`src/rtl/core/bhc_pkg.sv`:
```
// bhc_pkg: shared types and constants of the byte histogram compactor
// operation codes, payload structs and the controller/datapath command bundle
// no dependencies
`default_nettype none

package bhc_pkg;

  localparam int unsigned TABLE_SIZE_DEF = 256;
  localparam int unsigned COUNT_BITS_DEF = 32;

  localparam logic [1:0] FUNC_PUSH    = 2'd0;
  localparam logic [1:0] FUNC_COMPACT = 2'd1;
  localparam logic [1:0] FUNC_READ    = 2'd2;
  localparam logic [1:0] FUNC_CLEAR   = 2'd3;

  typedef struct packed {
    logic [1:0] func;
    logic [7:0] symbol;
    logic [7:0] entry_index;
  } bhc_in_t;

  typedef struct packed {
    logic [7:0]  entry_symbol;
    logic [31:0] entry_count;
    logic [31:0] total_seen;
    logic [8:0]  distinct_seen;
    logic        accepted;
  } bhc_out_t;

  typedef struct packed {
    logic op_load;
    logic refuse;
    logic push_new;
    logic push_read;
    logic push_upd;
    logic rd_read;
    logic rd_capture;
    logic clear;
    logic cmp_init;
    logic cmp_step;
    logic cmp_done;
    logic out_load;
  } bhc_cmd_t;

  typedef struct packed {
    logic [1:0] func;
    logic       push_ok;
    logic       hit_sym;
    logic       idx_ok;
    logic       hit_idx;
    logic       cmp_last;
    logic       out_free;
  } bhc_status_t;

endpackage

`default_nettype wire

```
`src/rtl/core/bhc_ctrl.sv`:
```
// bhc_ctrl: sequencer of the byte histogram compactor
// steps each item through decode, table access and result load
// depends on bhc_pkg
`default_nettype none

module bhc_ctrl (
  input  wire logic                clk_i,
  input  wire logic                rst_ni,
  input  wire logic                in_valid_i,
  output      logic                in_ready_o,
  input  wire bhc_pkg::bhc_status_t status_i,
  output      bhc_pkg::bhc_cmd_t    cmd_o
);
  import bhc_pkg::*;

  localparam logic [2:0] S_IDLE      = 3'd0;
  localparam logic [2:0] S_EXEC      = 3'd1;
  localparam logic [2:0] S_PUSH_UPD  = 3'd2;
  localparam logic [2:0] S_READ_DATA = 3'd3;
  localparam logic [2:0] S_CMP       = 3'd4;
  localparam logic [2:0] S_CMP_DRAIN = 3'd5;
  localparam logic [2:0] S_RESP      = 3'd6;

  logic [2:0] state_q, state_d;
  bhc_cmd_t   cmd;

  always_comb begin
    state_d    = state_q;
    cmd        = '0;
    in_ready_o = 1'b0;
    unique case (state_q)
      S_IDLE: begin
        in_ready_o = 1'b1;
        if (in_valid_i) begin
          cmd.op_load = 1'b1;
          state_d     = S_EXEC;
        end
      end
      S_EXEC: begin
        unique case (status_i.func)
          FUNC_PUSH: begin
            if (!status_i.push_ok) begin
              cmd.refuse = 1'b1;
              state_d    = S_RESP;
            end else if (status_i.hit_sym) begin
              cmd.push_read = 1'b1;
              state_d       = S_PUSH_UPD;
            end else begin
              cmd.push_new = 1'b1;
              state_d      = S_RESP;
            end
          end
          FUNC_COMPACT: begin
            cmd.cmp_init = 1'b1;
            state_d      = S_CMP;
          end
          FUNC_READ: begin
            if (status_i.idx_ok && status_i.hit_idx) begin
              cmd.rd_read = 1'b1;
              state_d     = S_READ_DATA;
            end else begin
              state_d = S_RESP;
            end
          end
          FUNC_CLEAR: begin
            cmd.clear = 1'b1;
            state_d   = S_RESP;
          end
        endcase
      end
      S_PUSH_UPD: begin
        cmd.push_upd = 1'b1;
        state_d      = S_RESP;
      end
      S_READ_DATA: begin
        cmd.rd_capture = 1'b1;
        state_d        = S_RESP;
      end
      S_CMP: begin
        cmd.cmp_step = 1'b1;
        if (status_i.cmp_last) begin
          state_d = S_CMP_DRAIN;
        end
      end
      S_CMP_DRAIN: begin
        cmd.cmp_done = 1'b1;
        state_d      = S_RESP;
      end
      S_RESP: begin
        if (status_i.out_free) begin
          cmd.out_load = 1'b1;
          state_d      = S_IDLE;
        end
      end
      default: begin
        state_d = S_IDLE;
      end
    endcase
  end

  assign cmd_o = cmd;

  always_ff @(posedge clk_i or negedge rst_ni) begin
    if (!rst_ni) begin
      state_q <= S_IDLE;
    end else begin
      state_q <= state_d;
    end
  end

endmodule

`default_nettype wire

```
`config.mk`:
```
export PLATFORM = sky130hd
export DESIGN_NAME = bhc_ctrl
export DESIGN_NICKNAME = d
export VERILOG_FILES = /design/src/rtl/core/bhc_pkg.sv /design/src/rtl/core/bhc_ctrl.sv
export SDC_FILE = /design/constraint.sdc
export NUM_CORES = 1
export LEC_CHECK = 0
export ABC_AREA = 1
export CORE_AREA = 2 2 39 41
export CTS_CLUSTER_SIZE = 8
export DETAILED_ROUTE_END_ITERATION = 7
export DIE_AREA = 0 0 41 43
export DONT_BUFFER_PORTS = 1
export MAX_ROUTING_LAYER = met4
export PLACE_DENSITY = 0.46
export SLEW_MARGIN = 25
export SYNTH_ARGS = -nofsm -noshare
export SYNTH_HDL_FRONTEND = slang
export SYNTH_SLANG_ARGS = --single-unit
```
`constraint.sdc`:
```
create_clock -name clk_i -period 3 [get_ports clk_i]
set_input_delay 0.15 -clock clk_i [delete_from_list [all_inputs] [get_ports clk_i]]
set_output_delay 0.15 -clock clk_i [all_outputs]
set_load 0.01 [all_outputs]
```
# ---- After elaboration in Yosys (flattened, before gate mapping)
# Index checks and enable logic that the tools add are counted.
dict set report word_totals {
  out_inout_bits 13
  ff_bits 3
  memories 0
  latchBits 0
  romBits 0
  inputBits 11
  ram_bits 0
  wordCells 47
}
dict set report classes {
  reduce_logical 5
  n_div 0
  shifts 0
  n_eq_ne 12
  n_lt_le_gt_ge 0
  n_mux 29
  bitwise 0
  add_sub_neg 0
  multipliers 0
}
# op count
set op_table {}
lappend op_table {{$mux W3} 8}
lappend op_table {{$mux W1} 17}
lappend op_table {{$pmux W3 S5} 1}
lappend op_table {{$pmux W3 S4} 1}
lappend op_table {{$eq A3 B3 Y1 const B} 3}
lappend op_table {{$eq A3 B2 Y1 const B} 2}
lappend op_table {{$ne A2 B2 Y1 const B} 3}
lappend op_table {{$eq A2 B2 Y1 const B} 2}
lappend op_table {{$mux W2} 2}
lappend op_table {{$eq A3 B1 Y1 const B} 1}
lappend op_table {{$logic_not A3 Y1} 1}
lappend op_table {{$reduce_and A3 Y1} 1}
lappend op_table {{$reduce_or A3 Y1} 1}
lappend op_table {{$eq A2 B1 Y1 const B} 1}
lappend op_table {{$logic_not A2 Y1} 1}
lappend op_table {{$logic_and A1 B1 Y1} 1}

# ---- Longest topological paths before layout
dict set report logic_depth {
  depth_word 4
  depth_mapped 7
  mapped_depth_nobuf 7
}

# ---- Worst setup path after synthesis
# OpenSTA, ideal clock, no wires.
dict set report synth_timing {
  path_kind {register to output}
  from {register state_q[1]}
  to {output port cmd_o[9] in the netlist's numbering}
  path_slack_ps 1785
  t_required_ps 2850
  path_stages_with_launch 6
  n_path_buf 0
  arrival_time_ps 1065
  path_cell_list {dfrtp_1 > inv_2 > nand2_2 > nor2_2 > inv_2 > nor4_1}
}
# item line_no
set synth_rtl {}
lappend synth_rtl {{start, declared} bhc_ctrl.sv:24} ;# logic [2:0] state_q, state_d;
lappend synth_rtl {{start signal, assigned} bhc_ctrl.sv:107} ;# state_q <= state_d;
lappend synth_rtl {{end, declared} bhc_ctrl.sv:12} ;# output bhc_pkg::bhc_cmd_t cmd_o

==> impl_results.md <==
* Crit start category: flop
* Clock insertion delay at the later pin of the skew report at 240 ps
* HPWL Detailed at 613 µm
* Combinational power share at 53.2%
* Cell area after synthesis at 328 µm²
* #FFs+latches synth at 3
* CTS Buffer Depth at 2
* Period utilisation layout at 50.5%
* Fin cells at 81
* Leak at 0.218 nW
* Largest net degree at the start of global routing at 8
* Setup Skew at 4.46 ps
* Gr ovfl total at 0
* Fin crit period at 1520 ps
* Die Y at 43 µm
* Share of the synthesized area in the top cell type at 22.9%
* Max-slew violation total from the final report at 0
* Max reg flops at 3
* Slowest cell on crit path: dfrtp_1
* Final setup violation count at 0
* Post-CTS setup repair buffer count at 0
* Net count after synthesis at 72
* Maximum VDD drop at 0.306 mV
* Slew @ Worst Pin at 501 ps
* Count leader, synth: nor2_1
* Netlist cell types at 16
* Most common flop cell mapped by yosys: dfrtp_1
* Reg with most FFs: state_q
* Fmax at 660 MHz
* Core Area at 0.00138 mm²
* Vias at 353
* P&R area growth vs syn at 15.6%
* Worst-path clk slew at 40 ps
* Async SR Flop Fraction at 100%
* Top cells by count, synth: nor2_1 (17), inv_1 (13), nand2_1 (11)
* DRC at 0
* Relative slew slack at 66.3%
* Count of buffers from port buffering at 0
* N_diodes at 0
* CTS tree: yes
* Num Clock Sinks at 3
* Num CTS Buffers at 3
* Fin Setup TNS at 0 ps
* Detail Route Antenna Nets at 0
* Clock power share at 19.9%
* Avg Inst Size Synth at 5.37 µm²
* CP Capture Type: output pin
* Share of power burned in registers at 26.9%
* Area leader, netlist: dfrtp_1
* Final hold vios at 0
* First-pass GRT wire length at 1.15 mm
* WS Path Type: flop to output pin
* CP delay by family, top: simple AND/OR/NAND/NOR gates
* H-tree levels at 1
* Worst path cell trace: inv_2 > nand2_2 > nor2_2 > inv_2 > nor4_1
* EDFF count, synth at 0
* Path category of the worst min-delay check: input pin to flop
* Yosys warning count at 0
* Vias in the first global route at 299
* Layout net count at 77
* Gr usage total at 9.79%
* Initial antenna violation count at 0
* CP Data Required Time at 2850 ps
* Die X at 41 µm
* Row cnt at 14
* Regs by FF count: state_q (3)
* Clock Tree Root: clkbuf_4
* Routability cong. at 0.660
* DR iter-0 viols at 4
* Most used cell, CP: inv_2
* DRT Wirelength at 726 µm
* Arr. time, crit path at 1370 ps
* RSZ-0062 raised after global routing: false
* Ratio of cells with drive above 1 in the final layout at 13.8%
* Drt pass-1 iters at 2
* Crit path max fanout at 5
* Initial Utilization at 23.7%
* Top post-synthesis cells by area: dfrtp_1 (23%), nor2_1 (19%), inv_1 (15%)
* WL/cell at 8.96 µm
* Syn Inst Count at 61
* Ports at 24
* Post-synthesis sequential area ratio at 22.9%
* CP bufs+invs at 2
* DP Cell Count at 76
* Outcome: complete, no violations
* Post-CTS resize count at 0
* Pwr dens at 951 mW/mm²
* Int Pwr at 0.174 mW
* Sw Ratio at 51.7%
* Max incr delay on CP at 410 ps
* Total die area at 0.00176 mm²
* Max Cap Viol at 0
* Sw Pwr at 0.186 mW
* Vias/cell at 4.36
==> repair_timing <==
action,4_1_cts,5_1_grt
hold buffers,1,0
setup endpoints to repair,0,0
hold endpoints to repair,3,0
==> stage by stage <==
stage	hold WS (ps)	total power [mW]	worst slack, ps	cell area, µm²	utilization (%)
finish	29.4	0.361	1480	379	27.4
global route	33.1	0.411	1410	379	27.4
detailed placement	-146	0.290	1720	343	24.8
floorplan	-146	0.261	1780	328	-
global placement	-146	0.292	1730	343	24.8
CTS	29.2	0.368	1470	379	27.4
==> final cells by class <==
cell class	count	area [µm²]
Fill cell	171	1000
Tap cell	16	20.0
Timing Repair Buffer	1	10.0
Inverter	16	60.1
Clock buffer	4	26.3
Sequential cell	3	75.1
Multi-Input combinational cell	41	188
==> power by group through the flow <==
stage | Clock, mW | Sequential (mW) | Combinational, mW
finish | 0.0716 | 0.0971 | 0.192
floorplan | 0 | 0.0775 | 0.183
detailed placement | 0 | 0.0969 | 0.193
CTS | 0.0745 | 0.0968 | 0.197
global route | 0.0816 | 0.101 | 0.228
global placement | 0 | 0.0969 | 0.195
==> metal layers <==
metal	wire, µm	GRT usage (%)	vias up
li1	-	-	187
met1	325	12.9	154
met2	349	13.4	10
met5	0	-	-
met3	34	1.57	2
met4	17	6.00	0
==> worst register-to-register path, cell delays in order (launching register included) <==
cell      delay [ps]
dfrtp_1          410
nor2_1           300
nand3b_1         140
nand2_1           80
nor2_1            50
nand2_1           70
nand2_1           50
==> path summary, 6_finish.rpt <==
kind                        startpoint  cells after the start  slack (ps)         end
hold / removal             status_i[0]                      1          30  state_q[1]
hold reg to reg             state_q[0]                      2         620  state_q[1]
max in group asynchronous       rst_ni                      1        2690  state_q[0]
min in group asynchronous       rst_ni                      1         160  state_q[2]
setup / recovery            state_q[1]                      5        1480    cmd_o[9]
setup reg to reg            state_q[1]                      6        1800  state_q[2]
==> cells in the final DEF (no fill, tap or decap), types with 3 or more instances in the layout <==
cell type	Yosys	layout
clkbuf_4	0	3
dfrtp_1	3	3
inv_1	13	13
inv_2	3	3
nand2_1	11	11
nand3_1	4	4
nor2_1	17	17
==> cell families after synthesis <==
group	after synthesis	synth area share, %
AND/OR/NAND/NOR	38	51.1
buffers and inverters	17	19.8
flip-flops	3	22.9
AO/OA/AOI/OAI	2	3.43
XOR/XNOR	1	2.67
Note: power is estimated with default switching activity, not from simulation.
